`src/sv/cca_pkg.sv`:
```
// Package: transaction types, calendar constants and date helper functions.
package cca_pkg;

  typedef enum logic [1:0] {
    OP_SET_TIME = 2'd0,
    OP_SET_DATE = 2'd1,
    OP_ADVANCE  = 2'd2,
    OP_READ     = 2'd3
  } op_e;

  typedef struct packed {
    op_e         op;
    logic [4:0]  hour_in;
    logic [5:0]  minute_in;
    logic [15:0] year_in;
    logic [3:0]  month_in;
    logic [4:0]  day_in;
    logic [31:0] amount;
  } in_t;

  typedef struct packed {
    logic [4:0]  out_hour;
    logic [5:0]  out_minute;
    logic [5:0]  out_second;
    logic [15:0] out_year;
    logic [3:0]  out_month;
    logic [4:0]  out_day;
  } out_t;

  typedef struct packed {
    logic capture;
    logic div_bypass;
    logic div_quo;
    logic div_rem;
    logic apply_time;
    logic apply_adv;
    logic step_day;
    logic conv_hr;
    logic conv_rem;
    logic conv_min;
    logic out_load;
  } cmd_t;

  typedef struct packed {
    logic fits_day;
    logic days_zero;
  } sts_t;

  localparam logic [16:0] SECS_PER_DAY    = 17'd86400;
  localparam logic [11:0] SECS_PER_HOUR   = 12'd3600;
  localparam logic [5:0]  SECS_PER_MIN    = 6'd60;
  localparam logic [3:0]  MONTHS_PER_YEAR = 4'd12;

  localparam int unsigned NUM_W = 33;

  localparam int unsigned DAY_PRE    = 7;
  localparam logic [26:0] DAY_RECIP  = 27'd101806633;
  localparam int unsigned DAY_SHIFT  = 36;

  localparam logic [17:0] HOUR_RECIP = 18'd149131;
  localparam int unsigned HOUR_SHIFT = 29;
  localparam logic [12:0] MIN_RECIP  = 13'd4370;
  localparam int unsigned MIN_SHIFT  = 18;

  localparam logic [15:0] INV25     = 16'd23593;
  localparam logic [15:0] DIV25_MAX = 16'd2621;

  localparam logic [4:0]  RST_DAY   = 5'd1;
  localparam logic [3:0]  RST_MONTH = 4'd1;
  localparam logic [15:0] RST_YEAR  = 16'd2008;

  function automatic logic cca_is_leap(input logic [15:0] y);
    logic [15:0] p;
    logic        div25;
    p     = y * INV25;
    div25 = (p <= DIV25_MAX);
    return (y[1:0] == 2'd0) && (!div25 || (y[3:0] == 4'd0));
  endfunction

  function automatic logic [4:0] cca_days_in_month(input logic [15:0] y,
                                                   input logic [3:0]  m);
    logic [4:0] len;
    unique case (m)
      4'd2:                      len = cca_is_leap(y) ? 5'd29 : 5'd28;
      4'd4, 4'd6, 4'd9, 4'd11:   len = 5'd30;
      default:                   len = 5'd31;
    endcase
    return len;
  endfunction

endpackage

```
`src/sv/calendar_clock_advance.sv`:
```
// Top level: real-time clock with calendar, controller plus datapath.
//
//   channel  | valid       | stall        | payload
//   ---------+-------------+--------------+-----------------
//   input    | in_valid_i  | in_stall_o   | in_data_i  (in_t)
//   output   | out_valid_o | out_stall_i  | out_data_o (out_t)
//
// One transaction at a time. Read or set date: capture, then the hour, remainder and minute split.
// Set time adds the day check and the apply step. Advance also steps one calendar day at a time.
// A set-time total or an advance amount of a day or more adds the divide by 86400.
// Reset: 00:00:00 on day 1, month 1, year 2008; no result pending.
// The result register holds while out_stall_i is high; the next input is taken meanwhile
// and waits in its last cycle until the result register is free.
module calendar_clock_advance
  import cca_pkg::*;
(
  input  logic clk_i,
  input  logic rst_ni,
  input  logic in_valid_i,
  output logic in_stall_o,
  input  in_t  in_data_i,
  output logic out_valid_o,
  input  logic out_stall_i,
  output out_t out_data_o
);

  cmd_t cmd;
  sts_t sts;

  cca_ctrl u_ctrl (
    .clk_i       (clk_i),
    .rst_ni      (rst_ni),
    .in_valid_i  (in_valid_i),
    .in_op_i     (in_data_i.op),
    .out_stall_i (out_stall_i),
    .sts_i       (sts),
    .cmd_o       (cmd),
    .in_stall_o  (in_stall_o),
    .out_valid_o (out_valid_o)
  );

  cca_dp u_dp (
    .clk_i      (clk_i),
    .rst_ni     (rst_ni),
    .cmd_i      (cmd),
    .in_data_i  (in_data_i),
    .sts_o      (sts),
    .out_data_o (out_data_o)
  );

endmodule

```
`src/sv/cca_ctrl.sv`:
```
// Controller: sequences capture, division, date stepping and time conversion.
module cca_ctrl
  import cca_pkg::*;
(
  input  logic clk_i,
  input  logic rst_ni,
  input  logic in_valid_i,
  input  op_e  in_op_i,
  input  logic out_stall_i,
  input  sts_t sts_i,
  output cmd_t cmd_o,
  output logic in_stall_o,
  output logic out_valid_o
);

  typedef enum logic [3:0] {
    ST_IDLE,
    ST_DIV_CHK,
    ST_DIV_Q,
    ST_DIV_R,
    ST_APPLY,
    ST_STEP,
    ST_CONV_HR,
    ST_CONV_REM,
    ST_CONV_MIN,
    ST_FINISH
  } state_e;

  state_e state_q, state_d;
  op_e    op_q, op_d;
  logic   out_valid_q, out_valid_d;
  cmd_t   cmd;

  always_comb begin
    cmd     = '0;
    state_d = state_q;
    op_d    = op_q;
    unique case (state_q)
      ST_IDLE: begin
        if (in_valid_i) begin
          cmd.capture = 1'b1;
          op_d        = in_op_i;
          unique case (in_op_i)
            OP_SET_TIME, OP_ADVANCE: state_d = ST_DIV_CHK;
            OP_SET_DATE, OP_READ:    state_d = ST_CONV_HR;
          endcase
        end
      end
      ST_DIV_CHK: begin
        if (sts_i.fits_day) begin
          cmd.div_bypass = 1'b1;
          state_d        = ST_APPLY;
        end else begin
          state_d = ST_DIV_Q;
        end
      end
      ST_DIV_Q: begin
        cmd.div_quo = 1'b1;
        state_d     = ST_DIV_R;
      end
      ST_DIV_R: begin
        cmd.div_rem = 1'b1;
        state_d     = ST_APPLY;
      end
      ST_APPLY: begin
        if (op_q == OP_ADVANCE) begin
          cmd.apply_adv = 1'b1;
          state_d       = ST_STEP;
        end else begin
          cmd.apply_time = 1'b1;
          state_d        = ST_CONV_HR;
        end
      end
      ST_STEP: begin
        if (sts_i.days_zero) begin
          state_d = ST_CONV_HR;
        end else begin
          cmd.step_day = 1'b1;
        end
      end
      ST_CONV_HR: begin
        cmd.conv_hr = 1'b1;
        state_d     = ST_CONV_REM;
      end
      ST_CONV_REM: begin
        cmd.conv_rem = 1'b1;
        state_d      = ST_CONV_MIN;
      end
      ST_CONV_MIN: begin
        cmd.conv_min = 1'b1;
        state_d      = ST_FINISH;
      end
      ST_FINISH: begin
        if (!out_valid_q || !out_stall_i) begin
          cmd.out_load = 1'b1;
          state_d      = ST_IDLE;
        end
      end
      default: begin
        state_d = ST_IDLE;
      end
    endcase
    out_valid_d = cmd.out_load | (out_valid_q & out_stall_i);
  end

  always_ff @(posedge clk_i or negedge rst_ni) begin
    if (!rst_ni) begin
      state_q     <= ST_IDLE;
      op_q        <= OP_READ;
      out_valid_q <= 1'b0;
    end else begin
      state_q     <= state_d;
      op_q        <= op_d;
      out_valid_q <= out_valid_d;
    end
  end

  assign cmd_o       = cmd;
  assign in_stall_o  = (state_q != ST_IDLE);
  assign out_valid_o = out_valid_q;

endmodule

```
`src/sv/cca_dp.sv`:
```
// Datapath: clock and calendar registers, reciprocal day divider, time split, result register.
module cca_dp
  import cca_pkg::*;
(
  input  logic clk_i,
  input  logic rst_ni,
  input  cmd_t cmd_i,
  input  in_t  in_data_i,
  output sts_t sts_o,
  output out_t out_data_o
);

  logic [16:0]      sod_q, sod_d;
  logic [4:0]       day_q, day_d;
  logic [3:0]       month_q, month_d;
  logic [15:0]      year_q, year_d;

  logic [NUM_W-1:0] num_q, num_d;
  logic [16:0]      rem_q, rem_d;
  logic [15:0]      quo_q, quo_d;
  logic [15:0]      days_q, days_d;
  logic [4:0]       hour_q, hour_d;
  logic [11:0]      mrem_q, mrem_d;
  logic [5:0]       min_q, min_d;
  out_t             out_q, out_d;

  logic [NUM_W-1:0] set_sum;
  logic [52:0]      qprod;
  logic [NUM_W-1:0] qmul;
  logic [17:0]      adv_sum;
  logic             adv_wrap;
  logic [4:0]       dim;
  logic [5:0]       day_inc;
  logic [4:0]       month_inc;
  logic [34:0]      hprod;
  logic [24:0]      mprod;
  logic [11:0]      sec_full;

  always_comb begin
    set_sum = NUM_W'(in_data_i.hour_in) * NUM_W'(SECS_PER_HOUR)
            + NUM_W'(in_data_i.minute_in) * NUM_W'(SECS_PER_MIN)
            + NUM_W'(in_data_i.amount);
    qprod    = 53'(num_q[NUM_W-1:DAY_PRE]) * 53'(DAY_RECIP);
    qmul     = NUM_W'(quo_q) * NUM_W'(SECS_PER_DAY);
    adv_sum  = 18'(sod_q) + 18'(rem_q);
    adv_wrap = (adv_sum >= 18'(SECS_PER_DAY));
    dim       = cca_days_in_month(year_q, month_q);
    day_inc   = 6'(day_q) + 6'd1;
    month_inc = 5'(month_q) + 5'd1;
    hprod    = 35'(sod_q) * 35'(HOUR_RECIP);
    mprod    = 25'(mrem_q) * 25'(MIN_RECIP);
    sec_full = mrem_q - 12'(min_q) * 12'(SECS_PER_MIN);
  end

  always_comb begin
    sod_d   = sod_q;
    day_d   = day_q;
    month_d = month_q;
    year_d  = year_q;
    num_d   = num_q;
    rem_d   = rem_q;
    quo_d   = quo_q;
    days_d  = days_q;
    hour_d  = hour_q;
    mrem_d  = mrem_q;
    min_d   = min_q;
    out_d   = out_q;

    if (cmd_i.capture) begin
      num_d = (in_data_i.op == OP_SET_TIME) ? set_sum : NUM_W'(in_data_i.amount);
      rem_d = '0;
      quo_d = '0;
      if (in_data_i.op == OP_SET_DATE) begin
        year_d  = in_data_i.year_in;
        month_d = in_data_i.month_in;
        day_d   = in_data_i.day_in;
      end
    end

    if (cmd_i.div_bypass) begin
      rem_d = num_q[16:0];
      quo_d = '0;
    end

    if (cmd_i.div_quo) begin
      quo_d = qprod[DAY_SHIFT+15:DAY_SHIFT];
    end

    if (cmd_i.div_rem) begin
      rem_d = 17'(num_q - qmul);
    end

    if (cmd_i.apply_time) begin
      sod_d = rem_q;
    end

    if (cmd_i.apply_adv) begin
      sod_d  = adv_wrap ? 17'(adv_sum - 18'(SECS_PER_DAY)) : adv_sum[16:0];
      days_d = quo_q + 16'(adv_wrap);
    end

    if (cmd_i.step_day) begin
      days_d = days_q - 16'd1;
      if (day_inc > 6'(dim)) begin
        day_d = 5'd1;
        if (month_inc > 5'(MONTHS_PER_YEAR)) begin
          month_d = 4'd1;
          year_d  = year_q + 16'd1;
        end else begin
          month_d = month_inc[3:0];
        end
      end else begin
        day_d = day_inc[4:0];
      end
    end

    if (cmd_i.conv_hr) begin
      hour_d = hprod[HOUR_SHIFT+4:HOUR_SHIFT];
    end

    if (cmd_i.conv_rem) begin
      mrem_d = 12'(sod_q - 17'(hour_q) * 17'(SECS_PER_HOUR));
    end

    if (cmd_i.conv_min) begin
      min_d = mprod[MIN_SHIFT+5:MIN_SHIFT];
    end

    if (cmd_i.out_load) begin
      out_d.out_hour   = hour_q;
      out_d.out_minute = min_q;
      out_d.out_second = sec_full[5:0];
      out_d.out_year   = year_q;
      out_d.out_month  = month_q;
      out_d.out_day    = day_q;
    end
  end

  always_ff @(posedge clk_i or negedge rst_ni) begin
    if (!rst_ni) begin
      sod_q   <= '0;
      day_q   <= RST_DAY;
      month_q <= RST_MONTH;
      year_q  <= RST_YEAR;
    end else begin
      sod_q   <= sod_d;
      day_q   <= day_d;
      month_q <= month_d;
      year_q  <= year_d;
    end
  end

  always_ff @(posedge clk_i) begin
    num_q  <= num_d;
    rem_q  <= rem_d;
    quo_q  <= quo_d;
    days_q <= days_d;
    hour_q <= hour_d;
    mrem_q <= mrem_d;
    min_q  <= min_d;
    out_q  <= out_d;
  end

  assign sts_o.fits_day  = (num_q < NUM_W'(SECS_PER_DAY));
  assign sts_o.days_zero = (days_q == 16'd0);
  assign out_data_o      = out_q;

endmodule
```
`config.mk`:
```
export PLATFORM = sky130hd
export DESIGN_NAME = calendar_clock_advance
export DESIGN_NICKNAME = d
export VERILOG_FILES = /design/src/sv/cca_pkg.sv /design/src/sv/calendar_clock_advance.sv /design/src/sv/cca_ctrl.sv /design/src/sv/cca_dp.sv
export SDC_FILE = /design/constraint.sdc
export NUM_CORES = 2
export LEC_CHECK = 0
export ABC_CLOCK_PERIOD_IN_PS = 19340
export BUFFER_PORTS_ARGS = -buffer_cell sky130_fd_sc_hd__buf_2
export CAP_MARGIN = 20
export CORE_ASPECT_RATIO = 1.75
export CORE_MARGIN = 2
export CORE_UTILIZATION = 45
export DETAILED_ROUTE_END_ITERATION = 8
export HOLD_SLACK_MARGIN = 0.15
export PLACE_DENSITY = 0.61
export SYNTH_ARGS = -nofsm -noshare
export SYNTH_HDL_FRONTEND = slang
export SYNTH_HIERARCHICAL = 1
export SYNTH_SLANG_ARGS = --single-unit
export TNS_END_PERCENT = 30
```
`constraint.sdc`:
```
create_clock -name clk_i -period 19.34 [get_ports clk_i]
set_clock_uncertainty 0.1 [all_clocks]
set_input_delay 1.934 -clock clk_i [delete_from_list [all_inputs] [get_ports clk_i]]
set_output_delay 1.934 -clock clk_i [all_outputs]
set_load 0.02 [all_outputs]
```
* Word level (Yosys, flattened, before mapping)
Cells that the tools add are included.
Word-level totals: flip-flop bits (word level) 196, input port bits 74, output and inout port bits 44, logic and storage cells 145
Operators by class: add/sub/neg operators 12, multiply operators 9, magnitude comparators 5, eq/ne operators 21, multiplexer cells 51, bitwise operators 2, reductions and logical operators 24
Operators by type and width (number):
- two-way mux 16 bit | 10
- two-way mux 17 bit | 6
- multiplier 26 x 27 -> 52 bit (second input constant) | 1
- case mux 4 bit (10 select lines) | 1
- multiplier 17 x 18 -> 34 bit (second input constant) | 1
- adder 18 x 32 -> 33 bit | 1
- < comparator 33 x 17 -> 1 bit (second input constant) | 1
- two-way mux 32 bit | 1
- two-way mux 4 bit | 8
- == test 4 x 3 -> 1 bit (second input constant) | 6
- multiplier 12 x 12 -> 23 bit (second input constant) | 1
- two-way mux 5 bit | 4
- adder 17 x 12 -> 18 bit | 1
- adder 17 x 17 -> 18 bit | 1
- >= comparator 18 x 17 -> 1 bit (second input constant) | 1
- subtractor 17 bit | 1
- subtractor 17 bit (second input constant) | 1
- adder 16 x 1 -> 16 bit | 1
- adder 16 x 1 -> 16 bit (second input constant) | 1
- == test 4 bit (second input constant) | 4
- <= comparator 16 x 12 -> 1 bit (second input constant) | 1
- zero test 16 bit | 1
- multiplier 16 x 10 -> 10 bit (second input constant) | 1
- multiplier 16 x 15 -> 16 bit (second input constant) | 1
- 36 further kinds | 68

* Depth between registers and ports, before layout
depth in word-level cells 10, depth in mapped cells 29, gate-level depth less buffers 29

* By module
Netlist, hierarchy kept.
By module, submodules not included:
- cca_dp | instances 1, cells an instance 2804, area an instance 28941.5 um^2, sequential area each 5476.5 um^2
- cca_ctrl | instances 1, cells an instance 60, area an instance 519.2 um^2, sequential area each 177.7 um^2

* Worst setup path after synthesis
No wires, ideal clock.
path kind reg2reg, from register u_dp.num_q[27], to register u_dp.quo_q[14] (data pin), setup time 0.207 ns, arrival time 6.744 ns, required time 19.033 ns, setup slack 12.289 ns, cell stages (with the launch flop) 25, buffers on the path 0, clock period less this slack 7.051 ns, cell sequence edfxtp_1 -> fa_1 -> ha_1 -> inv_1 -> fa_1 -> inv_1 -> fa_1 -> inv_1 -> fa_1 -> inv_1 -> fa_1 -> inv_1 -> fa_1 -> inv_1 -> ha_1 -> nand3_1 -> or4_1 -> a2111oi_0 -> o21ai_0 -> nand4_1 -> a31oi_1 -> o21ai_0 -> and3_1 -> a2111oi_0 -> a2111oi_0
Between the ends: longest elaborated chain between the ends 5, elaborated cells on any way between the ends 6, those cells by class mul: 1; order compare: 1; mux: 4
Ends and longest elaborated chain:
- start, declared | line cca_dp.sv:18 | logic [NUM_W-1:0] num_q, num_d;
- start signal, assigned | line cca_dp.sv:154 | num_q <= num_d;
- parallel branches: the longest is 4 deep, another holds multiplier 26 x 27 -> 52 bit
- two-way mux 16 bit (*) | line cca_dp.sv:85 | if (cmd_i.div_quo) begin
- end signal, assigned | line cca_dp.sv:156 | quo_q <= quo_d;
- end, declared | line cca_dp.sv:20 | logic [15:0] quo_q, quo_d;
Every way passes the cells marked *. A chain may end at the register's enable or synchronous reset.

* Worst setup path after layout
from register u_dp.num_q[29], to register u_dp.quo_q[14] (data pin)
The elaborated chain is that of the path after synthesis.

==> impl_metrics.yaml <==
run_status:
  outcome: "complete, no violations"
yosys:
  synth-seq-area-share: 0.1919
  yosysTopAreaCell: "ha_1"
  async_flop_share: 0.2500
  netlist_top_cells_area: "ha_1 (30%), fa_1 (21%), edfxtp_1 (15%)"
  synth_top_area_share: 0.2990
  synth.avg_cell_area_sq_um: 10.29
  yosysWarnings: 6
  synth_nets: 3950
  synth_seq_cells: 196
  syn_inst: 2864
  syn-cell-area_sq_um: 29460
  ys.flop_type: "edfxtp_1"
  synth_edf_count: 147
  ys_types: 78
sta:
  layout_min_cycle_time_ps: 8066
  max_freq_mhz: 124.0
  max_slew_margin: 0.3970
  tightest_slew_ps: 904.6
  setup_violations: 0
  rsz0062_at_grt: "false"
  fin_ws_ps: 11270
  setup_tns_ps: 0
  finalMaxSlewViolations: 0
  finalHoldViolCount: 0
  period_share: 0.4171
hold_path:
  whs_endpoint: "u_dp/out_data_o[36]"
  min_path_type: "reg2reg"
  whs_path_depth: 0
  hp-start: "u_dp/min_q[5]"
floorplan:
  boundaryPins: 118
  dieArea_sq_um: 67610
  rows: 124
  core_sq_um: 65010
  die_y_um: 342.5
  initial_core_util: 0.4532
  die_w_um: 197.4
layout:
  area_growth_pct: 7.628
  nets: 4073
  fin_area_sq_um: 31710
  fin_util: 0.4878
  n_fill_cell: 5920
  drive_gt1_frac: 0.06867
worst_setup_path:
  path_cells: "fa_1, ha_1, inv_1, fa_1, inv_1, fa_1, inv_1, fa_1, inv_1, fa_1, inv_1, fa_1, inv_1, ha_1, nand3_1, or4_1, a2111oi_0, o21ai_0, nand4_1, a31oi_1, o21ai_0, and3_1, a2111oi_0, a2111oi_0"
  reg2regPathDepth: 24
  crit_buf_inv: 6
  cp-start-kind: "flop"
  crit_arrival_ps: 8220
  worst_path_max_delay_cell: "edfxtp_1"
  r2r-end: "u_dp/quo_q[14]"
  worst_path_largest_cell_delay_ps: 650
  regToRegSetupSlack_ps: 11270
  endpoint_kind: "flop"
  path_delay_family: "adder cells"
  worst-path-max-fanout: 9
  cp.required_ps: 19500
  critPathKind: "reg2reg"
  rr_startpoint: "u_dp/num_q[29]"
  startpoint: "u_dp/num_q[29]"
clock_network:
  clk_path_buf_depth: 2
  cts_tree: "yes"
  cts_setup_buffers: 0
  h-tree-depth: 4
  clockRootBuffer: "clkbuf_16"
  clk_latency_ps: 490
  cts.sinks: 196
  clkTransAtPathRegs_ps: 80
  cts-resized-gates: 0
  cts_inserted_buffers: 17
  postCtsHoldBufs: 0
run:
  maxCapViolations: 0
global_route:
  grt_pass1_vias: 22930
  grtUsageTotal: 0.2260
  grt_pass1_wl_um: 117100
  antenna_found_initial: 5
  grt_overflow: 0
  grt_max_degree: 50
detailed_routing:
  ant_nets: 0
  drt_wl_total_um: 73060
  firstDrtPassIters: 5
  via_per_inst: 5.375
  drt-initial-drc-count: 713
  vias: 20540
  drc: 0
  detail_route.wl_per_cell_um: 19.12
placed_design:
  dpl.hpwl_um: 63570
  gp_congestion: 0.9860
  dpl_cell_area_sq_um: 31100
  io_buffers: 117
  place_ws_ps: 11300
worst reg2reg max path, cell delays in order, from the launching register on:
cell and delay (ps):
edfxtp_1 650, fa_1 500, ha_1 280, inv_1 50, fa_1 520, inv_1 50
fa_1 530, inv_1 60, fa_1 540, inv_1 60, fa_1 540, inv_1 60
fa_1 530, inv_1 60, ha_1 320, nand3_1 120, or4_1 590, a2111oi_0 350
o21ai_0 220, nand4_1 330, a31oi_1 230, o21ai_0 490, and3_1 220, a2111oi_0 60
a2111oi_0 370
sequential cells by signal, indices dropped and copies added, names as in the netlist, 6 cells and up:
name and cells:
u_dp/rem_q 17, u_dp/days_q 16, u_dp/mrem_q 12, u_dp/sod_q 17, u_dp/year_q 16, u_dp/out_data_o 42, u_dp/num_q 33, u_dp/min_q 6
u_dp/quo_q 16
cells in the final DEF, fill, tap and decap left out, drive strengths merged, types with 7 or more instances in the layout:
| cell | synthesis | final |
|---|---|---|
| and2 | 21 | 21 |
| a21oi | 116 | 116 |
| ha | 704 | 704 |
| nor2b | 27 | 27 |
| o21a | 13 | 13 |
| xor2 | 52 | 52 |
| nand3 | 40 | 40 |
| clkinv | 0 | 7 |
| a31oi | 24 | 24 |
| clkbuf | 24 | 18 |
| nand4 | 12 | 12 |
| nand2 | 116 | 116 |
| mux2i | 14 | 14 |
| dfrtp | 38 | 38 |
| inv | 582 | 590 |
| a211oi | 23 | 23 |
| xnor2 | 110 | 110 |
| o21ai | 100 | 100 |
| edfxtp | 147 | 147 |
| and3 | 23 | 23 |
| o21bai | 15 | 15 |
| a21o | 62 | 62 |
| a211o | 7 | 7 |
| buf | 8 | 135 |
| nand2b | 28 | 28 |
| nor2 | 96 | 96 |
| or2 | 9 | 9 |
| dfstp | 11 | 11 |
| o22ai | 8 | 8 |
| fa | 308 | 308 |
| or3 | 13 | 13 |
| nor3 | 27 | 27 |
layout make-up:
type	count	area [sq um]	area share
multi-input cells	2054	21520	0.6787
diodes	2	5.005	0.0001578
inverters	582	2185	0.06890
repair buffers	136	738.2	0.02328
well taps	819	1025	0.03232
clock buffers	17	425.4	0.01342
flip-flops and latches	196	5654	0.1783
clock inverters	15	156.4	0.004933
metal layers:
layer | part of all wire | vias to the layer above | global-route usage
met5 | 0.00052 | - | 0
met2 | 0.56 | 387 | 0.4509
met4 | 0.063 | 6 | 0.1300
li1 | - | 9859 | -
met3 | 0.029 | 173 | 0.02736
met1 | 0.35 | 10110 | 0.2182
cell families (layout without fill, tap and decap cells):
logic type / count (synthesis) / in the layout / synth area share
adder cells (fa/ha/maj): 1012 / 1012 / 0.5083
buffers and inverters: 614 / 750 / 0.07904
AND/OR/NAND/NOR: 445 / 445 / 0.07640
AO/OA/AOI/OAI: 418 / 418 / 0.09029
flip-flops: 196 / 196 / 0.1919
XOR/XNOR: 162 / 162 / 0.04816
multiplexers: 17 / 17 / 0.005903
other: 0 / 2 / 0
cells in the mapped netlist, types with 40 or more instances:
master / instances
a21o_1: 62
a21oi_1: 116
edfxtp_1: 147
fa_1: 308
ha_1: 704
inv_1: 582
nand2_1: 116
nand3_1: 40
nor2_1: 95
o21ai_0: 98
xnor2_1: 110
xor2_1: 52
worst max-delay path by stage:
| stage | depth (start not counted) | slack (ps) | endpoint |
|---|---|---|---|
| detailed placement | 24 | 11300 | u_dp/quo_q[14] |
| floorplan | 24 | 12290 | u_dp/quo_q[14] |
| finish | 24 | 11270 | u_dp/quo_q[14] |
| CTS | 24 | 11260 | u_dp/quo_q[14] |
| global placement | 24 | 11570 | u_dp/quo_q[14] |
| global route | 24 | 10860 | u_dp/quo_q[14] |
metrics by stage:
stage                     instances  hold WS, ps
after global placement         3785        304.5
after global routing           3819        330.4
after floorplan                2864        300.3
final                          3821        324.9
after CTS                      3817        326.5
after detailed placement       3785        307.4
Power is not shown: default switching activity piles up to over one toggle a cycle in this logic, so the estimate is an artifact.
